## src/rtl/ksc_pkg.sv

```systemverilog
// ----------------------------------------------------------------------------
// ksc_pkg
// Shared types and constants for the keyword substitution cipher: command
// codes, controller states and the command/status bundles between the
// controller and the datapath.
// ----------------------------------------------------------------------------
package ksc_pkg;

   // alphabet size and index width
   localparam int LETTERS   = 26;
   localparam int IDX_W     = $clog2(LETTERS);
   localparam logic [IDX_W-1:0] LAST_IDX = IDX_W'(LETTERS - 1);

   // ascii bounds of the lowercase range
   localparam logic [7:0] ASCII_LOWER_A = 8'h61;
   localparam logic [7:0] ASCII_LOWER_Z = 8'h7a;

   // request command codes
   typedef enum logic [1:0] {
      CMD_KEY  = 2'd0,
      CMD_SEAL = 2'd1,
      CMD_TEXT = 2'd2
   } cmd_type;

   // controller states
   typedef enum logic [1:0] {
      ST_IDLE      = 2'd0,
      ST_SEAL_KEY  = 2'd1,
      ST_SEAL_FILL = 2'd2
   } state_type;

   // controller to datapath commands
   typedef struct packed {
      logic accept_key;
      logic accept_text;
      logic seal_start;
      logic key_step;
      logic fill_step;
      logic walk_restart;
   } ctrl_cmd_type;

   // datapath to controller status
   typedef struct packed {
      logic pend_empty;
      logic key_last;
      logic fill_last;
   } dp_status_type;

endpackage

```

## src/rtl/ksc_ctrl.sv

```systemverilog
// ----------------------------------------------------------------------------
// ksc_ctrl
// Controller: request/response handshakes, output valid flag and the seal
// sequencer that walks the keyword list and then the unused letters.
// ----------------------------------------------------------------------------
module ksc_ctrl (
   input  logic                   clock,
   input  logic                   reset,
   input  logic                   req_valid,
   input  logic [1:0]             req_cmd,
   output logic                   req_ready,
   output logic                   rsp_valid,
   input  logic                   rsp_ready,
   input  ksc_pkg::dp_status_type status,
   output ksc_pkg::ctrl_cmd_type  ctrl
);

   ksc_pkg::state_type state_ff, state_in;
   logic rsp_valid_ff, rsp_valid_in;
   logic slot_free;
   logic accept;

   // state and output valid registers
   always_ff @(posedge clock) begin
      if (reset) begin
         state_ff     <= ksc_pkg::ST_IDLE;
         rsp_valid_ff <= 1'b0;
      end else begin
         state_ff     <= state_in;
         rsp_valid_ff <= rsp_valid_in;
      end
   end

   // handshake
   assign slot_free = rsp_ready || !rsp_valid_ff;
   assign req_ready = (state_ff == ksc_pkg::ST_IDLE) && slot_free;
   assign accept    = req_valid && req_ready;
   assign rsp_valid = rsp_valid_ff;

   // next state and commands
   always_comb begin
      state_in = state_ff;
      ctrl     = '0;
      unique case (state_ff)
         ksc_pkg::ST_IDLE: begin
            if (accept) begin
               unique case (req_cmd)
                  ksc_pkg::CMD_KEY:  ctrl.accept_key  = 1'b1;
                  ksc_pkg::CMD_TEXT: ctrl.accept_text = 1'b1;
                  ksc_pkg::CMD_SEAL: begin
                     ctrl.seal_start = 1'b1;
                     state_in = status.pend_empty ? ksc_pkg::ST_SEAL_FILL
                                                  : ksc_pkg::ST_SEAL_KEY;
                  end
                  default: ;
               endcase
            end
         end
         ksc_pkg::ST_SEAL_KEY: begin
            ctrl.key_step = 1'b1;
            if (status.key_last) begin
               ctrl.walk_restart = 1'b1;
               state_in = ksc_pkg::ST_SEAL_FILL;
            end
         end
         ksc_pkg::ST_SEAL_FILL: begin
            ctrl.fill_step = 1'b1;
            if (status.fill_last) begin
               state_in = ksc_pkg::ST_IDLE;
            end
         end
         default: state_in = ksc_pkg::ST_IDLE;
      endcase
   end

   // result held until transferred
   assign rsp_valid_in = ctrl.accept_text || (rsp_valid_ff && !rsp_ready);

endmodule

```

## src/rtl/ksc_datapath.sv

```systemverilog
// ----------------------------------------------------------------------------
// ksc_datapath
// Datapath: direction register, pending keyword list, forward and inverse
// substitution tables, seal walk counters and the result register.
// ----------------------------------------------------------------------------
module ksc_datapath (
   input  logic                   clock,
   input  logic                   reset,
   input  logic                   csr_wr_en,
   input  logic                   csr_wr_data,
   input  logic [7:0]             req_data,
   input  logic                   req_key_start,
   input  ksc_pkg::ctrl_cmd_type  ctrl,
   output ksc_pkg::dp_status_type status,
   output logic [7:0]             rsp_out_byte,
   output logic                   rsp_substituted
);

   localparam int IW = ksc_pkg::IDX_W;
   localparam int NL = ksc_pkg::LETTERS;

   logic                direction_ff;
   logic [IW-1:0]       pend_ff [NL];
   logic [NL-1:0]       seen_ff, seen_in;
   logic [IW-1:0]       count_ff, count_in;
   logic [IW-1:0]       walk_ff, walk_in;
   logic [IW-1:0]       pos_ff, pos_in;
   logic [IW-1:0]       fwd_ff [NL];
   logic [IW-1:0]       inv_ff [NL];
   logic [7:0]          out_byte_ff, out_byte_in;
   logic                subst_ff;

   logic                is_lower;
   logic [7:0]          offset;
   logic [IW-1:0]       letter;
   logic [NL-1:0]       base_seen;
   logic [IW-1:0]       base_count;
   logic                add_letter;
   logic                fill_free;
   logic                tbl_we;
   logic [IW-1:0]       tbl_val;
   logic [IW-1:0]       lookup;

   // decode of the request byte
   assign is_lower = (req_data >= ksc_pkg::ASCII_LOWER_A) &&
                     (req_data <= ksc_pkg::ASCII_LOWER_Z);
   assign offset   = req_data - ksc_pkg::ASCII_LOWER_A;
   assign letter   = offset[IW-1:0];

   // keyword letter: optional restart, then drop repeats and overflow
   always_comb begin
      base_seen  = req_key_start ? '0 : seen_ff;
      base_count = req_key_start ? '0 : count_ff;
      add_letter = is_lower && !base_seen[letter] && (base_count < IW'(NL));
      seen_in    = base_seen | (add_letter ? (NL'(1) << letter) : '0);
      count_in   = base_count + IW'(add_letter);
   end

   // configuration, list bookkeeping and walk counters
   always_ff @(posedge clock) begin
      if (reset) begin
         direction_ff <= 1'b0;
         seen_ff      <= '0;
         count_ff     <= '0;
         walk_ff      <= '0;
         pos_ff       <= '0;
      end else begin
         if (csr_wr_en) begin
            direction_ff <= csr_wr_data;
         end
         if (ctrl.accept_key) begin
            seen_ff  <= seen_in;
            count_ff <= count_in;
         end
         walk_ff <= walk_in;
         pos_ff  <= pos_in;
      end
   end

   // pending letter store
   always_ff @(posedge clock) begin
      if (ctrl.accept_key && add_letter) begin
         pend_ff[base_count] <= letter;
      end
   end

   // seal walk: keyword letters first, then unused letters in order
   assign fill_free = !seen_ff[walk_ff];
   assign tbl_we    = ctrl.key_step || (ctrl.fill_step && fill_free);
   assign tbl_val   = ctrl.key_step ? pend_ff[walk_ff] : walk_ff;

   always_comb begin
      walk_in = walk_ff;
      pos_in  = pos_ff;
      if (ctrl.seal_start || ctrl.walk_restart) begin
         walk_in = '0;
      end else if (ctrl.key_step || ctrl.fill_step) begin
         walk_in = walk_ff + IW'(1);
      end
      if (ctrl.seal_start) begin
         pos_in = '0;
      end else if (tbl_we) begin
         pos_in = pos_ff + IW'(1);
      end
   end

   // status back to the controller
   always_comb begin
      status.pend_empty = (count_ff == '0);
      status.key_last   = ((walk_ff + IW'(1)) == count_ff);
      status.fill_last  = (walk_ff == ksc_pkg::LAST_IDX);
   end

   // substitution tables, identity after reset
   always_ff @(posedge clock) begin
      if (reset) begin
         for (int i = 0; i < NL; i++) begin
            fwd_ff[i] <= IW'(i);
            inv_ff[i] <= IW'(i);
         end
      end else if (tbl_we) begin
         fwd_ff[pos_ff]  <= tbl_val;
         inv_ff[tbl_val] <= pos_ff;
      end
   end

   // text lookup and result register
   assign lookup      = direction_ff ? inv_ff[letter] : fwd_ff[letter];
   assign out_byte_in = is_lower ? (ksc_pkg::ASCII_LOWER_A + 8'(lookup)) : req_data;

   always_ff @(posedge clock) begin
      if (ctrl.accept_text) begin
         out_byte_ff <= out_byte_in;
         subst_ff    <= is_lower;
      end
   end

   assign rsp_out_byte    = out_byte_ff;
   assign rsp_substituted = subst_ff;

endmodule

```

## src/rtl/keyword_substitution_cipher.sv

```systemverilog
// ----------------------------------------------------------------------------
// keyword_substitution_cipher
// Keyword substitution cipher: keyword letters collect in a pending list, a
// seal builds the cipher alphabet and its inverse, text bytes a to z are
// substituted forward or inverse, other bytes pass through.
//
//   channel   ports                               direction
//   request   req_valid/req_ready, req_cmd,       in
//             req_data, req_key_start
//   response  rsp_valid/rsp_ready, rsp_out_byte,  out
//             rsp_substituted
//   control   csr_wr_en, csr_wr_data              in, write only
//
// Keyword and text transfers can follow back to back; a text result appears
// in the output register the cycle after its transfer.
// A seal keeps req_ready low while the sequencer writes a table entry pair
// for each pending keyword letter and then for each unused letter.
// Reset sets both tables to the identity at once; there is no clearing pass.
// A result waiting on rsp_ready holds req_ready low for every command.
// ----------------------------------------------------------------------------
module keyword_substitution_cipher (
   input  logic       clock,
   input  logic       reset,
   input  logic       csr_wr_en,
   input  logic       csr_wr_data,
   input  logic       req_valid,
   output logic       req_ready,
   input  logic [1:0] req_cmd,
   input  logic [7:0] req_data,
   input  logic       req_key_start,
   output logic       rsp_valid,
   input  logic       rsp_ready,
   output logic [7:0] rsp_out_byte,
   output logic       rsp_substituted
);

   ksc_pkg::ctrl_cmd_type  ctrl;
   ksc_pkg::dp_status_type status;

   // sequencer and handshakes
   ksc_ctrl u_ctrl (
      .clock     (clock),
      .reset     (reset),
      .req_valid (req_valid),
      .req_cmd   (req_cmd),
      .req_ready (req_ready),
      .rsp_valid (rsp_valid),
      .rsp_ready (rsp_ready),
      .status    (status),
      .ctrl      (ctrl)
   );

   // tables and result register
   ksc_datapath u_datapath (
      .clock           (clock),
      .reset           (reset),
      .csr_wr_en       (csr_wr_en),
      .csr_wr_data     (csr_wr_data),
      .req_data        (req_data),
      .req_key_start   (req_key_start),
      .ctrl            (ctrl),
      .status          (status),
      .rsp_out_byte    (rsp_out_byte),
      .rsp_substituted (rsp_substituted)
   );

endmodule

```

## config.mk

```make
export PLATFORM = sky130hd
export DESIGN_NAME = keyword_substitution_cipher
export DESIGN_NICKNAME = d
export VERILOG_FILES = /design/src/rtl/ksc_pkg.sv /design/src/rtl/ksc_ctrl.sv /design/src/rtl/ksc_datapath.sv /design/src/rtl/keyword_substitution_cipher.sv
export SDC_FILE = /design/constraint.sdc
export NUM_CORES = 1
export LEC_CHECK = 0
export BUFFER_PORTS_ARGS = -buffer_cell sky130_fd_sc_hd__buf_4
export CAP_MARGIN = 30
export CORE_MARGIN = 3
export CORE_UTILIZATION = 60
export CTS_CLUSTER_DIAMETER = 30
export DETAILED_ROUTE_END_ITERATION = 7
export HOLD_SLACK_MARGIN = 0.08
export PLACE_DENSITY = 0.75
export SYNTH_ARGS = -nofsm -noshare
export SYNTH_HDL_FRONTEND = slang
export SYNTH_SLANG_ARGS = --single-unit
```

## constraint.sdc

```tcl
create_clock -name clock -period 7.08 [get_ports clock]
set_clock_uncertainty 0.1 [all_clocks]
set_input_delay 1.77 -clock clock [delete_from_list [all_inputs] [get_ports clock]]
set_output_delay 1.77 -clock clock [all_outputs]
set_load 0.005 [all_outputs]
```

======== Word-level counts from Yosys, hierarchy flattened ========
Memory sizes are Yosys's and may differ from the RTL's. A register that Yosys moved wholly into a read port is not among the register bits.
Cells that the tools add are included.
word-level totals
  register bits after elaboration ......... 54
  RAM bits ................................ 390
  bits of input ports ..................... 17
  output and inout port bits .............. 11
  logic and storage cells ................. 99
  memories kept ........................... 3
memory list
  name                depth  bits a word  read ports  clocked after memory_dff  write ports  RTL line            text
  u_datapath.fwd_ff   26     5            1           0                         26           ksc_datapath.sv:28  logic [IW-1:0] fwd_ff [NL];
  u_datapath.inv_ff   26     5            1           0                         26           ksc_datapath.sv:29  logic [IW-1:0] inv_ff [NL];
  u_datapath.pend_ff  26     5            1           1                         1            ksc_datapath.sv:23  logic [IW-1:0] pend_ff [NL];
cells by class
  $add $sub $neg .......................... 5
  magnitude comparators ................... 5
  equal/unequal tests ..................... 10
  shift operators ......................... 1
  multiplexer cells ....................... 40
  bitwise operators ....................... 1
  reduce and logical (&&, ||, !) cells .... 25
operators with widths
  kind                                                                count
  2-to-1 mux 26 bit                                                   2
  2-to-1 mux 5 bit                                                    9
  OR 26 bit                                                           1
  left shift 1 x 5 -> 26 bit (first input constant)                   1
  2-to-1 mux 1 bit                                                    18
  < comparator 5 x 6 -> 1 bit (second input constant)                 2
  adder 5 x 1 -> 5 bit (second input constant)                        2
  binary-select mux 1 bit (select 5 bit)                              2
  2-to-1 mux 2 bit                                                    5
  OR reduction 5 bit                                                  2
  adder 7 x 5 -> 8 bit (first input constant)                         1
  greater-or-equal comparator 8 x 7 -> 1 bit (second input constant)  1
  <= comparator 8 x 7 -> 1 bit (second input constant)                1
  logical AND 1 bit                                                   8
  2-to-1 mux 8 bit                                                    1
  2-to-1 mux 3 bit                                                    2
  != test 2 bit (second input constant)                               3
  one-hot mux 2 bit (3 select lines)                                  1
  adder 5 x 1 -> 5 bit                                                1
  == test 5 bit                                                       1
  == test 5 bit (second input constant)                               1
  logical NOT 5 bit                                                   1
  logical OR 1 bit                                                    5
  < comparator 5 bit (second input constant)                          1
  8 further kinds                                                     15

======== Longest topological paths before layout ========
  depth in word-level cells ............... 10
  depth in mapped cells ................... 18
  depth with buffers taken out ............ 14

======== Cells and area by module ========
From an unflattened synthesis, not the netlist that was laid out.
second synthesis, totals
  cell total of the unflattened synthesis .. 1610
  area total of the unflattened synthesis .. 23223.5 sq um
modules (own cells, without submodules)
  module        instances  cells each  area each (sq um)  seq. area each (sq um)
  ksc_datapath  1          1584        23024.6            14724.1
  ksc_ctrl      1          26          198.9              60.1

======== Worst setup path before layout ========
Ideal clock, no wire load.
  kind .................................... input-to-reg
  start ................................... in req_data[0]
  end ..................................... reg u_datapath.out_byte_ff[5], in the netlist u_datapath.rsp_out_byte[5] (data pin)
  setup time .............................. 0.259 ns
  arrival time ............................ 5.523 ns
  data required time ...................... 6.721 ns
  setup slack ............................. 1.198 ns
  stages .................................. 15
  buffers on the path ..................... 6
  cells stage by stage .................... buf_4 buf_6 buf_4 buf_4 inv_1 ha_1 buf_2 inv_1 clkbuf_1 a2111oi_0 o41ai_1 nand3_1 o31ai_1 nand2_1 o31a_1
on the way
  cells in the longest elaborated chain, start to end .. 5
  elaborated cells on any way between the ends .. 9
  classes of those cells .................. 2 x add/sub; 2 x order compare; 2 x mux; 1 x reduce/logical; 2 x memory
ends and longest elaborated chain
  item                                           RTL line                           text
  from (decl)                                    keyword_substitution_cipher.sv:29  input logic [7:0] req_data,
  subtractor 5 x 1 -> 5 bit *                    ksc_datapath.sv:47                 assign offset = req_data - ksc_pkg::ASCII_LOWER_A;
  net u_datapath.offset[0]                       ksc_datapath.sv:34                 logic [7:0] offset;
  memory (26 x 5 bit), on equally long branches  n/a
  2-to-1 mux 5 bit *                             ksc_datapath.sv:128                assign lookup = direction_ff ? inv_ff[letter] : fwd_ff[letter];
  adder 7 x 5 -> 8 bit *                         ksc_datapath.sv:129                assign out_byte_in = is_lower ? (ksc_pkg::ASCII_LOWER_A + 8'(lookup)) : req_data;
  2-to-1 mux 8 bit *                             ksc_datapath.sv:129
  net u_datapath.out_byte_in[5]                  ksc_datapath.sv:30                 logic [7:0] out_byte_ff, out_byte_in;
  to (signal assigned)                           ksc_datapath.sv:133                out_byte_ff <= out_byte_in;
  to (decl)                                      ksc_datapath.sv:30
The timed path passes the listed nets; every way through them passes the cells marked *.
A chain may end at the register's enable or synchronous reset.

======== Worst setup path after layout ========
  start ................................... in req_data[0]
  end ..................................... reg u_datapath.out_byte_ff[2], in the netlist u_datapath.rsp_out_byte[2] (data pin)
The elaborated chain is that of the path after synthesis.

==> impl_summary.log <==
[metrics] master cell of the clock root buffer: sky130_fd_sc_hd__clkbuf_16
[metrics] synthesized area per cell: 13.45 um2
[metrics] Mapped Cells: between 1,500 and 2,000
[metrics] H-tree depth: 3
[metrics] hold_buf cts: 0
[metrics] reg-to-reg endpoint: u_datapath.inv_ff[31][3]
[metrics] commonest cells after routing, fill and taps aside: sky130_fd_sc_hd__edfxtp_1, sky130_fd_sc_hd__nand2_1, sky130_fd_sc_hd__nor2_1
[metrics] number of vias in the routed layout: 15,915
[metrics] register bit total from synthesis: 509
[metrics] share of the yosys chip area belonging to registers: 0.6319
[metrics] source-to-sink clock delay at the later pin of the worst-skew pair: 0.63 ns
[metrics] leakage power: 0.008811 uW
[metrics] path category of the worst min-delay check: reg2reg
[metrics] worst r2r src: u_datapath.walk_ff[0]
[metrics] unrepaired setup endpoints after global routing: no
[metrics] overall overflow remaining after global route: 0
[metrics] most used flip-flop cell after synthesis: sky130_fd_sc_hd__edfxtp_1
[metrics] sequential standard cell area: about 0.015 mm2
[metrics] All-Layer GR Usage: 0.3024
[metrics] TritonCTS Buffers: 98
[metrics] power per unit of standard cell area: about 330 mW/mm2
[metrics] post-synthesis net count: 1,774
[metrics] count of nets left with antenna violations after detail routing: 0
[metrics] area delta synth->final: 17.39%
[metrics] final number of setup-violating endpoints: 0
[metrics] IR Drop Worst-Case VDD: approximately 0.25 mV
[metrics] height of the chip: 203.5 um
[metrics] fraction of final layout cells with drive strength greater than 1: 0.2042
[metrics] IO Count: 28
[metrics] number of setup buffers added after CTS: 0
[metrics] element type at the critical path end: register
[metrics] result of the run: finished, final reports clean
[metrics] Std-Cell Core Area: 0.03802 mm2
[metrics] iteration-0 DRC count of the detailed router: roughly 2,100
[metrics] clock slew at the register clock pins of the worst setup and hold paths: around 0.050 ns
[metrics] number of clock sinks seen by CTS: 509
[metrics] Least-Margin Pin Slew: approximately 1.1 ns
[metrics] antenna diode instance count: 0
[metrics] critical path class: in2reg
[metrics] maximum number of pins on one net before global-route repair: 63
[metrics] accumulated negative setup slack: 0 ns
[metrics] worst-case clock buffer depth: 3
[metrics] startpoint class of the critical path: input port
[metrics] net total in the final layout: 1,793
[metrics] clock tree from TritonCTS: yes
[metrics] area of all placed cells without fillers: 0.02746 mm2
[metrics] DR DRC count: 0
[metrics] Syn Std Cell Area: about 0.023 mm2
[metrics] final number of max-transition violations: 0
[metrics] Hold Path Sink: u_datapath.seen_ff[12]
[metrics] Port Buf Inserts: 27
[metrics] Yosys cell types: 81
[metrics] maximum fanout along the worst path: 61
[metrics] antenna violations before repair: 0
[metrics] final hold slack: roughly 0.37 ns
[metrics] filler cell count in the final layout: between 2,000 and 2,500
[metrics] worst slew margin relative to its limit: 0.2563
[metrics] routability cong.: 0.9039
[metrics] Crit path required time: 7.31 ns
[metrics] Hold Violations, Final: 0
[metrics] portion of the clock cycle consumed by the worst path in the final layout: 0.7867
[metrics] post-detail-place hpwl: 37.44 mm
[metrics] Worst Hold Launch: u_datapath.seen_ff[12]
[metrics] FF-to-FF path depth: 7
[metrics] vias in the first global route: 15,721
[metrics] Avg Vias per Cell: 6.767
[metrics] maximum clock frequency: approximately 180 MHz
[metrics] flop2flop setup slack: roughly 2.5 ns
[metrics] FFs w/ async S/R, synth: 0
[metrics] wire length per cell: 26.14 um
[metrics] number of cells upsized or downsized after cts: 0
[metrics] first-pass GRT wire length: 95.15 mm
[metrics] cell depth of the worst hold path: 2
[metrics] count of flip-flops with a built-in enable after synthesis: approximately 460
[metrics] die width: 203.5 um
[metrics] site row count: 71
[metrics] number of optimization iterations in the first detailed-route pass: 6
[metrics] cell area reported after detailed placement: about 0.024 mm2
[metrics] floorplan die area: 0.04140 mm2
[metrics] total of warnings raised by yosys: 0
[metrics] shortest clock period the worst path allows after layout: approximately 5.6 ns
[metrics] total of max-cap violations: 0
[metrics] Arr. time, crit path: 5.79 ns
[metrics] starting utilization of the core area: 0.6153
[metrics] commonest non-fill, non-tap cell in the layout: sky130_fd_sc_hd__edfxtp_1
[metrics] Total Routed Length: 61.48 mm
[metrics] footprint of the multi-input gates: 0.007895 mm2
## how the worst max path moves through the flow
| stage | startpoint | end | slack, ns |
|---|---|---|---|
| after detailed placement | req_data[0] | u_datapath.rsp_out_byte[4] | 0.97 |
| after CTS | req_data[0] | u_datapath.rsp_out_byte[2] | 1.56 |
| after global placement | req_data[0] | u_datapath.rsp_out_byte[2] | 1.10 |
| after floorplan | req_data[0] | u_datapath.rsp_out_byte[5] | 1.20 |
| final | req_data[0] | u_datapath.rsp_out_byte[2] | 1.51 |
| after global routing | req_data[0] | u_datapath.pend_ff[16][2] | 1.37 |
## routing by layer
metal	wire length, um	global-route usage	vias to the layer above
met1	23030	0.4282	7851
met4	2118	0.1104	0
li1	-	-	6706
met2	29230	0.4747	1167
met5	0	0	-
met3	7112	0.06049	191
## power breakdown
| group | internal [uW] | switching [uW] | total (uW) |
|---|---|---|---|
| Combinational | 254 | 477 | 731 |
| Sequential | 3330 | 40.8 | 3370 |
| Clock | 3290 | 1620 | 4900 |
| Total | 6870 | 2130 | 9010 |
## sequential cells by signal (all words and copies together) (netlist names), named ones only
register                    count
u_datapath.seen_ff             26
u_datapath.rsp_substituted      1
u_datapath.rsp_out_byte         8
u_datapath.direction_ff         1
u_datapath.pos_ff               5
u_ctrl.rsp_valid                1
u_datapath.walk_ff              5
u_datapath.count_ff             5
u_ctrl.state_ff                 2
u_datapath.pend_ff            130
u_datapath.inv_ff             160
u_datapath.fwd_ff             160
## critical path, cell delays in order
cell	delay, ns
sky130_fd_sc_hd__buf_6	0.39
sky130_fd_sc_hd__inv_1	0.15
sky130_fd_sc_hd__buf_4	0.27
sky130_fd_sc_hd__ha_4	0.47
sky130_fd_sc_hd__buf_4	0.74
sky130_fd_sc_hd__mux4_2	0.38
sky130_fd_sc_hd__mux2i_1	0.09
sky130_fd_sc_hd__o21ai_0	0.11
sky130_fd_sc_hd__o2111ai_1	0.18
sky130_fd_sc_hd__a2bb2oi_1	0.49
sky130_fd_sc_hd__ha_1	0.29
sky130_fd_sc_hd__inv_1	0.08
sky130_fd_sc_hd__xnor2_1	0.18
sky130_fd_sc_hd__o21ai_0	0.11
## metrics by stage
stage / utilization / setup WS [ns] / cells / power (uW)
2_1_floorplan: - / 1.198 / 1740 / 3902
3_3_place_gp: 0.6285 / 1.103 / 2168 / 4107
4_1_cts: 0.7211 / 1.558 / 2350 / 9000
3_5_place_dp: 0.6285 / 0.9718 / 2168 / 4119
6_report: 0.7223 / 1.510 / 2352 / 9005
5_1_grt: 0.7223 / 1.372 / 2352 / 9229
## kinds of logic after synthesis
kind of cell,Yosys count,synth area share
buffers and inverters,171,0.03300
muxes,169,0.1286
adders and majority gates,17,0.009091
xor gates and xnor gates,18,0.007060
AOI/OAI and AO/OA,157,0.04872
and+or+nand+nor,699,0.1417
DFF,509,0.6319
## layout make-up
class                   instances  area share
inverters                      30    0.004146
flip-flops and latches        509      0.5384
repair buffers                 60     0.01863
clock buffers                 107     0.09052
well taps                     511     0.02328
multi-input cells            1060      0.2875
clock inverters                75     0.03759
## synthesized netlist by cell type, types with 13 or more instances
cell type                    n  area [um2]
sky130_fd_sc_hd__nor2_1    197       739.5
sky130_fd_sc_hd__nand2_1   217       814.5
sky130_fd_sc_hd__nor3_1     36       180.2
sky130_fd_sc_hd__mux2i_1    56       560.5
sky130_fd_sc_hd__clkbuf_1   81       304.0
sky130_fd_sc_hd__ha_1       17       212.7
sky130_fd_sc_hd__or2_2      19       118.9
sky130_fd_sc_hd__nand2b_1   26       162.7
sky130_fd_sc_hd__nor2b_1    17       106.4
sky130_fd_sc_hd__mux4_2    103        2320
sky130_fd_sc_hd__nand4_1    45       281.5
sky130_fd_sc_hd__buf_2      28       140.1
sky130_fd_sc_hd__nor4_1     43       269.0
sky130_fd_sc_hd__a21oi_1    28       140.1
sky130_fd_sc_hd__dfxtp_1    50        1001
sky130_fd_sc_hd__inv_1      24       90.09
sky130_fd_sc_hd__nand3_1    46       230.2
sky130_fd_sc_hd__buf_1      13       48.80
sky130_fd_sc_hd__edfxtp_1  459       13780
sky130_fd_sc_hd__o21ai_0    23       115.1
Power figures use the tool's default switching activity.
